`config.mk`:
```
export PLATFORM = sky130hd
export DESIGN_NAME = csu_ctrl
export DESIGN_NICKNAME = d
export VERILOG_FILES = /design/src/hdl/csu_pkg.sv /design/src/hdl/csu_ctrl.sv
export SDC_FILE = /design/constraint.sdc
export NUM_CORES = 1
export LEC_CHECK = 0
export BUFFER_PORTS_ARGS = -buffer_cell sky130_fd_sc_hd__buf_2
export CORE_MARGIN = 4
export CORE_UTILIZATION = 37
export DETAILED_ROUTE_END_ITERATION = 7
export PLACE_DENSITY = 0.72
export SLEW_MARGIN = 15
export SYNTH_ARGS = -nofsm -noshare
export SYNTH_HDL_FRONTEND = slang
export SYNTH_SLANG_ARGS = --single-unit
```
`constraint.sdc`:
```
create_clock -name aclk -period 1.12 [get_ports aclk]
set_input_delay 0.112 -clock aclk [delete_from_list [all_inputs] [get_ports aclk]]
set_output_delay 0.112 -clock aclk [all_outputs]
set_load 0.01 [all_outputs]
```
`src/hdl/csu_pkg.sv`:
```
// ----------------------------------------------------------------------------
// Counting semaphore unit package
// Shared sizes, codes, state machine type and controller interface structs.
// ----------------------------------------------------------------------------
package csu_pkg;

    localparam int NUM_SEMS    = 256;
    localparam int QUEUE_DEPTH = 16;
    localparam int PID_BITS    = 16;

    localparam int ADDR_SLOTS = (NUM_SEMS < 256) ? NUM_SEMS : 256;
    localparam int SLOT_W     = (NUM_SEMS > 1) ? $clog2(NUM_SEMS) : 1;
    localparam int HEAD_W     = (QUEUE_DEPTH > 1) ? $clog2(QUEUE_DEPTH) : 1;
    localparam int LEN_W      = $clog2(QUEUE_DEPTH + 1);
    localparam int CNT_W      = 16;
    localparam int META_W     = CNT_W + HEAD_W + LEN_W;
    localparam int PID_DEPTH  = NUM_SEMS * QUEUE_DEPTH;
    localparam int PA_W       = $clog2(PID_DEPTH);
    localparam int GRP        = 16;
    localparam int GRP_LOW_W  = 4;
    localparam int NGRP       = (ADDR_SLOTS + GRP - 1) / GRP;

    localparam int S_TDATA_W = 40;
    localparam int M_TDATA_W = 32;

    typedef enum logic [1:0] {
        CMD_CREATE = 2'd0,
        CMD_WAIT   = 2'd1,
        CMD_SIGNAL = 2'd2,
        CMD_FREE   = 2'd3
    } cmd_code_t;

    typedef enum logic [2:0] {
        ST_OK      = 3'd0,
        ST_BLOCKED = 3'd1,
        ST_BAD_ID  = 3'd2,
        ST_FULL    = 3'd3,
        ST_NEG     = 3'd4,
        ST_QFULL   = 3'd5
    } status_t;

    typedef enum logic [2:0] {
        META_NONE,
        META_CREATE,
        META_DEC,
        META_INC,
        META_PUSH,
        META_POP
    } meta_op_t;

    typedef enum logic [2:0] {
        FSM_IDLE,
        FSM_DECODE,
        FSM_RES,
        FSM_SRCH,
        FSM_META,
        FSM_VWAKE,
        FSM_FRD,
        FSM_FEMIT
    } fsm_state_t;

    typedef struct packed {
        logic      load_in;
        logic      meta_rd;
        meta_op_t  meta_op;
        logic      pid_rd;
        logic      pid_rd_iter;
        logic      pid_wr;
        logic      iter_clr;
        logic      iter_inc;
        logic      slot_set;
        logic      slot_clr;
        logic      out_load;
        status_t   out_status;
        logic      out_new;
        logic      out_had;
        logic      out_wake;
        logic      out_last;
    } ctrl_cmd_t;

    typedef struct packed {
        cmd_code_t cmd;
        logic      neg;
        logic      bad;
        logic      found;
        logic      count_zero;
        logic      len_zero;
        logic      len_full;
        logic      iter_last;
        logic      out_free;
    } dp_stat_t;

endpackage

```
`src/hdl/csu_ctrl.sv`:
```
// ----------------------------------------------------------------------------
// Counting semaphore controller
// State machine that sequences decode, slot search, state reads and wakes.
// ----------------------------------------------------------------------------
module csu_ctrl (
    input  logic               aclk,
    input  logic               aresetn,
    input  logic               s_tvalid,
    output logic               s_tready,
    input  csu_pkg::dp_stat_t  stat,
    output csu_pkg::ctrl_cmd_t cmd
);
    import csu_pkg::*;

    fsm_state_t state_reg;
    fsm_state_t state_next;

    always_ff @(posedge aclk) begin
        if (!aresetn) begin
            state_reg <= FSM_IDLE;
        end else begin
            state_reg <= state_next;
        end
    end

    always_comb begin
        state_next = state_reg;
        case (state_reg)
            FSM_IDLE: begin
                if (s_tvalid) state_next = FSM_DECODE;
            end
            FSM_DECODE: begin
                if (stat.cmd == CMD_CREATE) begin
                    state_next = stat.neg ? FSM_RES : FSM_SRCH;
                end else begin
                    state_next = stat.bad ? FSM_RES : FSM_META;
                end
            end
            FSM_RES, FSM_SRCH, FSM_VWAKE: begin
                if (stat.out_free) state_next = FSM_IDLE;
            end
            FSM_META: begin
                if (stat.cmd == CMD_SIGNAL && !stat.len_zero) begin
                    state_next = FSM_VWAKE;
                end else if (stat.cmd == CMD_FREE && !stat.len_zero) begin
                    state_next = FSM_FRD;
                end else if (stat.out_free) begin
                    state_next = FSM_IDLE;
                end
            end
            FSM_FRD: state_next = FSM_FEMIT;
            FSM_FEMIT: begin
                if (stat.out_free) state_next = stat.iter_last ? FSM_IDLE : FSM_FRD;
            end
            default: state_next = FSM_IDLE;
        endcase
    end

    always_comb begin
        cmd            = '0;
        cmd.meta_op    = META_NONE;
        cmd.out_status = ST_OK;
        cmd.out_last   = 1'b1;
        s_tready       = 1'b0;
        case (state_reg)
            FSM_IDLE: begin
                s_tready    = 1'b1;
                cmd.load_in = s_tvalid;
            end
            FSM_DECODE: begin
                cmd.meta_rd = 1'b1;
            end
            FSM_RES: begin
                cmd.out_load   = stat.out_free;
                cmd.out_status = (stat.cmd == CMD_CREATE) ? ST_NEG : ST_BAD_ID;
            end
            FSM_SRCH: begin
                cmd.out_load = stat.out_free;
                if (stat.found) begin
                    cmd.out_new  = 1'b1;
                    cmd.slot_set = stat.out_free;
                    if (stat.out_free) cmd.meta_op = META_CREATE;
                end else begin
                    cmd.out_status = ST_FULL;
                end
            end
            FSM_META: begin
                case (stat.cmd)
                    CMD_WAIT: begin
                        cmd.out_load = stat.out_free;
                        if (!stat.count_zero) begin
                            if (stat.out_free) cmd.meta_op = META_DEC;
                        end else if (stat.len_full) begin
                            cmd.out_status = ST_QFULL;
                        end else begin
                            cmd.out_status = ST_BLOCKED;
                            cmd.pid_wr     = stat.out_free;
                            if (stat.out_free) cmd.meta_op = META_PUSH;
                        end
                    end
                    CMD_SIGNAL: begin
                        if (!stat.len_zero) begin
                            cmd.pid_rd = 1'b1;
                        end else begin
                            cmd.out_load = stat.out_free;
                            if (stat.out_free) cmd.meta_op = META_INC;
                        end
                    end
                    CMD_FREE: begin
                        if (!stat.len_zero) begin
                            cmd.iter_clr = 1'b1;
                        end else begin
                            cmd.out_load = stat.out_free;
                            cmd.slot_clr = stat.out_free;
                        end
                    end
                    default: ;
                endcase
            end
            FSM_VWAKE: begin
                cmd.out_load = stat.out_free;
                cmd.out_wake = 1'b1;
                if (stat.out_free) cmd.meta_op = META_POP;
            end
            FSM_FRD: begin
                cmd.pid_rd      = 1'b1;
                cmd.pid_rd_iter = 1'b1;
            end
            FSM_FEMIT: begin
                cmd.out_load = stat.out_free;
                cmd.out_had  = 1'b1;
                cmd.out_wake = 1'b1;
                cmd.out_last = stat.iter_last;
                cmd.iter_inc = stat.out_free;
                cmd.slot_clr = stat.out_free && stat.iter_last;
            end
            default: ;
        endcase
    end

endmodule

```
==> results of run 1 <==
-- report_power, final --
group          switching (mW)  internal, mW  leakage [nW]
registers              0.0291         0.118        0.0267
clock network          0.0677         0.134        0.0150
logic                   0.198         0.232         0.513
total                   0.295         0.484         0.555
-- path summary, 6_finish.rpt --
check,startpoint,endpoint,slack [ns],cells past startpoint
setup / recovery,state_reg[2],cmd[10],-0.27,5
hold / removal,aresetn,state_reg[2],0.13,3
setup reg to reg,state_reg[1],state_reg[0],-0.20,7
hold reg to reg,state_reg[1],state_reg[2],0.72,4
-- per-layer routing --
metal | vias up | track usage (%)
li1 | 413 | -
met1 | 414 | 26.5
met2 | 31 | 35.5
met3 | 2 | 1.53
met4 | 0 | 3.31
met5 | - | 0
-- tightest hold or removal path: stages --
cell     delay [ns]
buf_2          0.13
nand2_1        0.06
a21oi_1        0.03
-- final cells by class --
cell class / instances / area, sq um
multi-input combinational: 71 / 528
timing repair buffer: 57 / 423
fill: 96 / 264
sequential: 3 / 71.3
inverter: 8 / 35.0
clock buffer: 4 / 26.3
tap: 15 / 18.8
-- logic make-up after synthesis --
logic type | count (synthesis)
muxes | 1
AOI/OAI and AO/OA | 21
adders and majority gates | 4
buffers and inverters | 13
DFF | 3
and+or+nand+nor | 45
-- what timing repair did --
| action | in CTS | in global routing |
|---|---|---|
| cloned | 0 | 0 |
| gates resized for setup | 24 | 15 |
| endpoints found under the setup margin | 23 | 24 |
| hold buffers | 0 | 0 |
| buffers inserted | 5 | 2 |
| pin swaps | 9 | 10 |
-- layout by cell type, fill, tap and decap left out, types with 2 or more instances in the layout --
cell / count
a21oi_1: 6
dfxtp_4: 3
o21ai_0: 3
nand4_1: 2
and2_1: 3
inv_1: 6
buf_4: 16
and3_1: 2
nand2_1: 9
ha_1: 4
buf_2: 26
nand2_4: 2
nand2b_4: 2
clkbuf_4: 3
and2_4: 2
o21a_1: 2
nand2b_1: 4
nor2_1: 6
nor2_2: 2
buf_6: 14
nand3_1: 3
==> qor.yml, run 1 <==
outcome:
  status: "complete, but fails checks"
  violations: "negative setup slack"
die:
  dieHeight_microns: 46.9
  initial_utilization_pct: 41.0
  rows: 13
  die-area_sq_um: 2200
  core_area_sq_um: 1370
  die_x_microns: 46.9
  design.portCount: 34
final_layout:
  largest_register_ffs: 3
  diodes: 0
  post-route-util_pct: 80.7
  drive_above_1_share_pct: 58.0
  fin_nets: 161
  area_growth_syn_to_layout_pct: 96.7
  fin_cells: 158
  design_area_sq_um: 1100
drt:
  route.detailed.drc: 0
  dr.pass1.iters: 4
  highest_layer: "met4"
  avgViaCountPerCell: 5.44
  wl_met1_microns: 917
  drt_iter0_markers: 18
  final_antenna_net_count: 0
  route.vias.total: 860
  met2_length_microns: 1080
  met3_length_microns: 118
  totalWireLength_microns: 2130
  routedWlPerCell_microns: 13.4
logic_synthesis:
  yosysTopAreaCell: "dfxtp_1"
  synth_nets: 104
  syn_area_sq_um: 561
  synth_most_common_cell: "nand2_1"
  ys.flop_type: "dfxtp_1"
  synth_common_cells: "nand2_1 (11), nor2_1 (9), a21oi_1 (7), inv_1 (7), nand2b_1 (6)"
  netlist-cell-type-count: 32
  synth_edf_count: 0
  synth.avg_cell_area_sq_um: 6.44
  syn-instance-count: 87
  synthXorXnorAreaFrac_pct: 0
  synth_compound_area_share_pct: 24.8
  yosys.area_share.adder_pct: 8.93
  ys_seq_area_share_pct: 10.7
  yosysTopAreaCellShare_pct: 10.7
  ys_ff_latch: 3
  yosys_warnings: 0
  synthArstFlopShare_pct: 0
  synth_top_family_by_area: "simple AND/OR/NAND/NOR gates"
  synthMuxAreaShare_pct: 1.79
  yosys-top-cells-area: "dfxtp_1 (11%), ha_1 (8.9%), nand2_1 (7.4%)"
  yosys.area_share.simple_pct: 43.1
grt:
  gr-total-overflow: 0
  grt_pass1_vias: 767
  grt_first_pass_wirelength_microns: 3300
  grt_max_degree: 14
  antenna_found_initial: 0
  track_usage_pct: 20.0
sta:
  whs_ns: 0.126
  fin_crit_sh_pct: 124
  fmax_ghz: 0.718
  hold_viol_final: 0
  fin_skew_ns: 0.00870
  worst_slack_ns: -0.273
  min_period_ns: 1.39
  slew_headroom_pct: 84.0
  tns_ns: -4.07
  setup_viol: 23
  slew_viol_final: 0
  tightest_slew_ns: 0.239
  rsz0062_at_grt: "true"
setup_path:
  cp_top_family: "flip-flops"
  cpMostUsedCell: "buf_6"
  path_cells: "buf_4 > buf_6 > and3_4 > and2_4 > buf_6"
  crit_path_max_fanout: 7
  start_kind: "flop"
  end_kind: "output port"
  cpPeakStageDelay_ns: 0.36
  cp.required_ns: 1.01
  crit_buf_inv: 3
  cpMaxStageDelayCell: "dfxtp_4"
  crit_arrival_ns: 1.28
  critPathKind: "reg -> out"
worst_hold_path:
  hp-class: "in -> reg"
placement:
  dpl.hpwl_microns: 1410
  gp_congestion: 0.787
  placed_cell_area_sq_um: 865
  dp_slack_ns: -0.125
  io_buffers: 33
  dp.cells: 147
clock_tree:
  ctsRootBufferMaster: "clkbuf_4"
  clk_pin_slew_ns: 0.04
  clock_path_buffers: 2
  cts_buffers: 3
  clock-sinks: 3
  clk-insertion-delay-late_ns: 0.24
  h-tree-depth: 1
  cts_tree: "yes"
power_and_ir_drop:
  p_per_area_nw_per_um2: 707
  vdd_drop_max_v: 0.000547
  p_leak_nw: 0.555
  total_power_mw: 0.779
run:
  max-cap-violations: 0
Power figures use the tool's default switching activity.
==> inputs of run 2 (changes only) <==
--- a/config.mk
+++ b/config.mk
@@ -5,11 +5,12 @@
 export SDC_FILE = /design/constraint.sdc
 export NUM_CORES = 1
 export LEC_CHECK = 0
+export ABC_AREA = 1
 export BUFFER_PORTS_ARGS = -buffer_cell sky130_fd_sc_hd__buf_2
 export CORE_MARGIN = 4
-export CORE_UTILIZATION = 37
+export CORE_UTILIZATION = 40
 export DETAILED_ROUTE_END_ITERATION = 7
-export PLACE_DENSITY = 0.72
+export PLACE_DENSITY = 0.74
 export SLEW_MARGIN = 15
 export SYNTH_ARGS = -nofsm -noshare
 export SYNTH_HDL_FRONTEND = slang
==> run 2 against run 1 <==
The run still ends with negative setup slack left; core utilization rose by 5.9 points; non-clock buffer count is 10 higher; area after synthesis increased by 15%; power increased by 25%; synthesized cell count grew 17%; via count up 21%.
==> qor.yml, run 2 <==
sta:
  fin_crit_sh_pct: 130  # +5.9 points
  worst_slack_ns: -0.339  # -0.0665 ns
  slew_viol_final: 0  # unchanged
  fmax_ghz: 0.685  # -4.6%
  rsz0062_at_grt: "true"
  tightest_slew_ns: 0.337  # +0.0973 ns
  slew_headroom_pct: 77.5  # -6.5 points
  hold_viol_final: 0  # unchanged
  fin_skew_ns: 0.00334  # -0.00536 ns
  setup_viol: 24  # +4.3%
  min_period_ns: 1.46  # +0.0665 ns
logic_synthesis:
  ys_seq_area_share_pct: 9.28  # -1.4 points
  netlist-cell-type-count: 27  # -16%
  synth.avg_cell_area_sq_um: 6.34  # -1.6%
  yosys_warnings: 0  # unchanged
  synth_nets: 119  # +14%
  yosysTopAreaCellShare_pct: 12.2  # +1.5 points
  synth_common_cells: "nand2_1 (21), inv_1 (17), nand3_1 (10)"
  yosysTopAreaCell: "nand2_1"
  syn-instance-count: 102  # +17%
  ys.flop_type: "dfxtp_1"
  ys_ff_latch: 3  # unchanged
  synth_most_common_cell: "nand2_1"
  syn_area_sq_um: 647  # +15%
  synthArstFlopShare_pct: 0  # unchanged
  synth_edf_count: 0  # unchanged
  yosys-top-cells-area: "nand2_1 (12%), inv_1 (9.9%), dfxtp_1 (9.3%)"
setup_path:
  crit_arrival_ns: 1.35  # +0.07 ns
  cp.required_ns: 1.01  # about the same
  end_kind: "output port"
  critPathKind: "reg -> out"
  cpPeakStageDelay_ns: 0.37  # about the same
  crit_path_max_fanout: 5  # -2
  cpMaxStageDelayCell: "dfxtp_4"
  path_cells: "inv_8 > nand2_4 > nor2_8 > nand3_4 > nor3_4 > nand2_1 > nand2_2 > buf_6"
  rrSetupSlack_ns: -0.30  # -0.10 ns
  start_kind: "flop"
drt:
  avgViaCountPerCell: 5.61  # +3.1%
  final_antenna_net_count: 0  # unchanged
  drt_iter0_markers: 56  # +38
  route.detailed.drc: 0  # unchanged
  dr.pass1.iters: 4  # unchanged
  totalWireLength_microns: 3210  # +51%
  routedWlPerCell_microns: 17.3  # +28%
  route.vias.total: 1044  # +21%
grt:
  track_usage_pct: 23.5  # +3.5 points
  grt_max_degree: 9  # -5
  antenna_found_initial: 0  # unchanged
  gr-total-overflow: 0  # unchanged
  grt_pass1_vias: 895  # +17%
  grt_first_pass_wirelength_microns: 3810  # +15%
power_and_ir_drop:
  vdd_drop_max_v: 0.000621  # +14%
  p_leak_nw: 0.726  # +31%
  p_per_area_nw_per_um2: 739  # +4.5%
clock_tree:
  cts_buffers: 3  # unchanged
  clk_pin_slew_ns: 0.04  # about the same
  clk-insertion-delay-late_ns: 0.25  # about the same
  clock-sinks: 3  # unchanged
  cts_tree: "yes"
  clock_path_buffers: 2  # unchanged
  h-tree-depth: 1  # unchanged
  ctsRootBufferMaster: "clkbuf_4"
final_layout:
  layout_common_cells: "buf_2 (26), buf_6 (24), buf_4 (17)"
  area_growth_syn_to_layout_pct: 104
  fin_cells: 186  # +18%
  final_common_cell: "buf_2"
  largest_register_ffs: 3  # unchanged
  post-route-util_pct: 86.5  # +5.9 points
  drive_above_1_share_pct: 68.2  # +10 points
  diodes: 0  # unchanged
  fin_nets: 188  # +17%
die:
  rows: 14  # +1
  core_area_sq_um: 1520  # +12%
  die-area_sq_um: 2320  # +5.6%
  design.portCount: 34  # unchanged
  initial_utilization_pct: 42.4  # +1.4 points
  dieHeight_microns: 48.2  # +2.8%
  die_x_microns: 48.2  # +2.8%
outcome:
  violations: "negative setup slack"
  status: "complete, but fails checks"
placement:
  dp.cells: 164  # +12%
  io_buffers: 33  # unchanged
  gp_congestion: 0.942  # +20%
  dpl.hpwl_microns: 1580  # +12%
run:
  max-cap-violations: 0  # unchanged
worst_hold_path:
  hp-class: "in -> reg"
## run 2: cell count changes in the layout (fill, tap and decap cells not counted), sizes merged, moves of 2 or more
cell    previous run  this run
o21ai              4        10
buf               57        67
o32ai              2         0
a21oi              7         5
nand3              3        12
inv                8        23
o211ai             1         3
and2               5         0
nor2               9        11
o21a               2         0
nand2             11        24
and3               3         0
nand2b             6         0
## run 2: critical path, delay by kind of cell, from the launching register on
kind                   cells  cell delay, ns
buffers and inverters      2            0.17
DFF                        1            0.37
and+or+nand+nor            6            0.56
## run 2: worst paths after layout
check	from	depth (start not counted)	end
hold / removal	aresetn	3	state_reg[2]
setup / recovery	state_reg[1]	8	cmd[17]
setup reg to reg	state_reg[2]	9	state_reg[1]
hold reg to reg	state_reg[0]	3	state_reg[0]
## run 2: kinds of logic (layout without fill, tap and decap cells)
kind of cell / count (synthesis) / count (layout) / synth area share, %
simple gates: 51 / 51 / 47.0
buf+inv: 26 / 94 / 19.1
compound gates: 18 / 18 / 16.8
fa+ha+maj: 4 / 4 / 7.74
flops: 3 / 3 / 9.28
## run 2: metrics by stage
stage / hold slack, ns / TNS (ns) / total power, mW / instance area (sq um) / setup WS, ns
final: 0.153 / -5.99 / 0.974 / 1320 / -0.339
after floorplan: 0.210 / -0.230 / 0.383 / 667 / -0.0696
after global placement: 0.318 / -0.690 / 0.502 / 935 / -0.113
after detailed placement: 0.319 / -1.05 / 0.508 / 935 / -0.157
after global routing: 0.145 / -7.14 / 1.02 / 1320 / -0.419
after CTS: 0.0704 / -4.98 / 0.845 / 1160 / -0.325
## run 2: power breakdown
group | switching (mW) | internal (mW) | leakage [nW]
combinational | 0.314 | 0.292 | 0.684
sequential | 0.0345 | 0.121 | 0.0267
clock | 0.0781 | 0.135 | 0.0150
## run 2: cell type report
class                      count  area, sq um
tap                           16         20.0
fill                          72          205
sequential                     3         71.3
timing repair buffer          67          528
multi-input combinational     73          572
clock buffer                   4         26.3
inverter                      23          101
## run 2: routing by layer
metal,track usage (%),routed length [microns]
met4,6.45,124
met5,0,0
met3,4.43,319
met2,47.1,1650
met1,23.8,1120
## run 2: repair_timing
item / in CTS / in global routing
setup endpoints to repair: 24 / 24
hold buffers: 0 / 0
pin swaps: 10 / 8
cloned: 0 / 0
resized for setup: 35 / 26
setup buffers: 10 / 9
==> inputs of run 3 (changes only) <==
--- a/config.mk
+++ b/config.mk
@@ -5,12 +5,11 @@
 export SDC_FILE = /design/constraint.sdc
 export NUM_CORES = 1
 export LEC_CHECK = 0
-export ABC_AREA = 1
 export BUFFER_PORTS_ARGS = -buffer_cell sky130_fd_sc_hd__buf_2
-export CORE_MARGIN = 4
-export CORE_UTILIZATION = 40
+export CORE_AREA = 4 4 41 43
 export DETAILED_ROUTE_END_ITERATION = 7
-export PLACE_DENSITY = 0.74
+export DIE_AREA = 0 0 45 47
+export PLACE_DENSITY = 0.77
 export SLEW_MARGIN = 15
 export SYNTH_ARGS = -nofsm -noshare
 export SYNTH_HDL_FRONTEND = slang
==> constraint.sdc (replaced) <==
create_clock -name aclk -period 1.8 [get_ports aclk]
set_input_delay 0.18 -clock aclk [delete_from_list [all_inputs] [get_ports aclk]]
set_output_delay 0.18 -clock aclk [all_outputs]
set_load 0.01 [all_outputs]
==> run 3 against run 2 <==
The flow now finishes without violations; die area fell by 9.0%; clock-buffer cell count is the same; sequential power decreased by 48%; sequential share of layout area rose by 2.8 points; sequential cell count did not move; routed wire length down 49%; critical path type unchanged; largest power group unchanged.
==> qor.yml, run 3 (same netlist as run 1, synthesis figures left out) <==
outcome:
  status: "completed"
drt:
  totalWireLength_microns: 1650  # -49%
  drt_iter0_markers: 24  # -57%
  route.detailed.drc: 0  # unchanged
  route.vias.total: 736  # -30%
  dr.pass1.iters: 7  # +3
  avgViaCountPerCell: 5.45  # -2.9%
  routedWlPerCell_microns: 12.2  # -29%
  final_antenna_net_count: 0  # unchanged
sta:
  worst_slack_ns: 0.131  # +0.470 ns
  slew_headroom_pct: 78.9  # +1.5 points
  rsz0062_at_grt: "false"
  setup_viol: 0  # -100%
  min_period_ns: 1.67
  fin_crit_sh_pct: 92.7
  fin_skew_ns: 0.0122  # +0.00890 ns
  tns_ns: 0  # +5.99 ns
  hold_viol_final: 0  # unchanged
  slew_viol_final: 0  # unchanged
  tightest_slew_ns: 0.315  # -0.0212 ns
  fmax_ghz: 0.599
setup_path:
  end_kind: "output port"
  cp.required_ns: 1.62  # +0.61 ns
  critPathKind: "reg -> out"
  crit_arrival_ns: 1.49  # +0.14 ns
  rrSetupSlack_ns: 0.49  # +0.79 ns
  crit_path_max_fanout: 9  # +4
  start_kind: "flop"
final_layout:
  design_area_sq_um: 749  # -43%
  area_growth_syn_to_layout_pct: 33.7
  diodes: 0  # unchanged
  drive_above_1_share_pct: 35.0  # -33 points
  layout_common_cells: "buf_2 (33), nand2_1 (11), nor2_1 (9)"
  post-route-util_pct: 57.6  # -29 points
  nFillCells: 129  # +79%
  final_common_cell: "buf_2"
  largest_register_ffs: 3  # unchanged
  fin_nets: 138  # -27%
clock_tree:
  clock_path_buffers: 2  # unchanged
  clock-sinks: 3  # unchanged
  clk_pin_slew_ns: 0.04  # about the same
  ctsRootBufferMaster: "clkbuf_4"
  cts_buffers: 3  # unchanged
  post_cts_buffers: 0  # -10
  clk-insertion-delay-late_ns: 0.25  # about the same
  h-tree-depth: 1  # unchanged
  cts_tree: "yes"
power_and_ir_drop:
  vdd_drop_max_v: 0.000228  # -63%
  clkPwrFrac_pct: 34.7  # +13 points
  p_per_area_nw_per_um2: 489  # -34%
  comb_power_share_pct: 43.3  # -19 points
  p_leak_nw: 0.402  # -45%
  swShare_pct: 39.4  # -4.3 points
  power_frac_seq_pct: 22.0  # +6.1 points
  total_power_mw: 0.367  # -62%
  switching_power_mw: 0.145  # -66%
  intPower_mw: 0.222  # -59%
die:
  die_x_microns: 45  # -6.7%
  initial_utilization_pct: 43.1  # +0.63 points
  rows: 13  # -1
  design.portCount: 34  # unchanged
  core_area_sq_um: 1300  # -15%
  die-area_sq_um: 2120  # -9.0%
  dieHeight_microns: 47  # -2.5%
grt:
  gr-total-overflow: 0  # unchanged
  grt_pass1_vias: 651  # -27%
  grt_first_pass_wirelength_microns: 2680  # -30%
  antenna_found_initial: 0  # unchanged
  track_usage_pct: 16.7  # -6.7 points
  grt_max_degree: 22  # +13
placement:
  dp_slack_ns: 0.353  # +0.511 ns
  io_buffers: 33  # unchanged
  placed_cell_area_sq_um: 722  # -23%
  gp_congestion: 0.866  # -8.0%
  dpl.hpwl_microns: 1300  # -17%
run:
  max-cap-violations: 0  # unchanged
worst_hold_path:
  hp-class: "in -> reg"
run 3: changes by cell type in the layout (fill, tap and decap cells not counted), moves of 7 or more:
cell	before	now
buf_6	24	0
buf_4	17	1
buf_2	26	33
inv_1	14	7
run 3: what timing repair did:
action,4_1_cts,5_1_grt
hold buffers,0,0
setup endpoints to repair,0,1
endpoints found under the hold margin,0,0
gates resized for setup,0,1
run 3: worst max-delay path, cell delays in order (launching register included):
cell and delay (ns):
dfxtp_1 0.50, inv_2 0.13, nand2_1 0.13, a211oi_1 0.06
o31a_1 0.27, buf_2 0.14
run 3: stage by stage:
| step | hold slack [ns] | std cells |
|---|---|---|
| 6_report | 0.197 | 135 |
| 5_1_grt | 0.205 | 135 |
| 4_1_cts | 0.202 | 135 |
| 3_5_place_dp | 0.448 | 131 |
| 3_3_place_gp | 0.434 | 131 |
| 2_1_floorplan | 0.296 | 87 |
run 3: routing by layer:
| layer | vias to the layer above | global-route usage [%] | part of all wire [%] |
|---|---|---|---|
| li1 | 366 | - | - |
| met1 | 327 | 21.9 | 42 |
| met2 | 41 | 26.8 | 49 |
| met3 | 2 | 3.07 | 7.6 |
| met4 | 0 | 7.02 | 1.0 |
| met5 | - | 0 | 0 |
run 3: final timing paths:
| kind | from | endpoint | cells past startpoint |
|---|---|---|---|
| setup / recovery | state_reg[1] | cmd[7] | 5 |
| hold / removal | aresetn | state_reg[1] | 2 |
| setup reg to reg | state_reg[1] | state_reg[1] | 4 |
| hold reg to reg | state_reg[2] | state_reg[2] | 2 |
run 3: power groups by stage:
stage          clock [mW]  sequential [mW]  combinational (mW)
4_1_cts             0.124           0.0806               0.158
5_1_grt             0.128           0.0821               0.180
2_1_floorplan           0           0.0774               0.112
6_report            0.127           0.0806               0.159
3_3_place_gp            0           0.0807               0.155
3_5_place_dp            0           0.0816               0.157
run 3: cell type report:
class,instances,area (sq um),share of cell area [%]
well taps,15,18.8,2.50
inverters,8,30.0,4.01
clock buffers,4,26.3,3.51
multi-input cells,71,440,58.8
flip-flops and latches,3,61.3,8.18
repair buffers,34,173,23.0
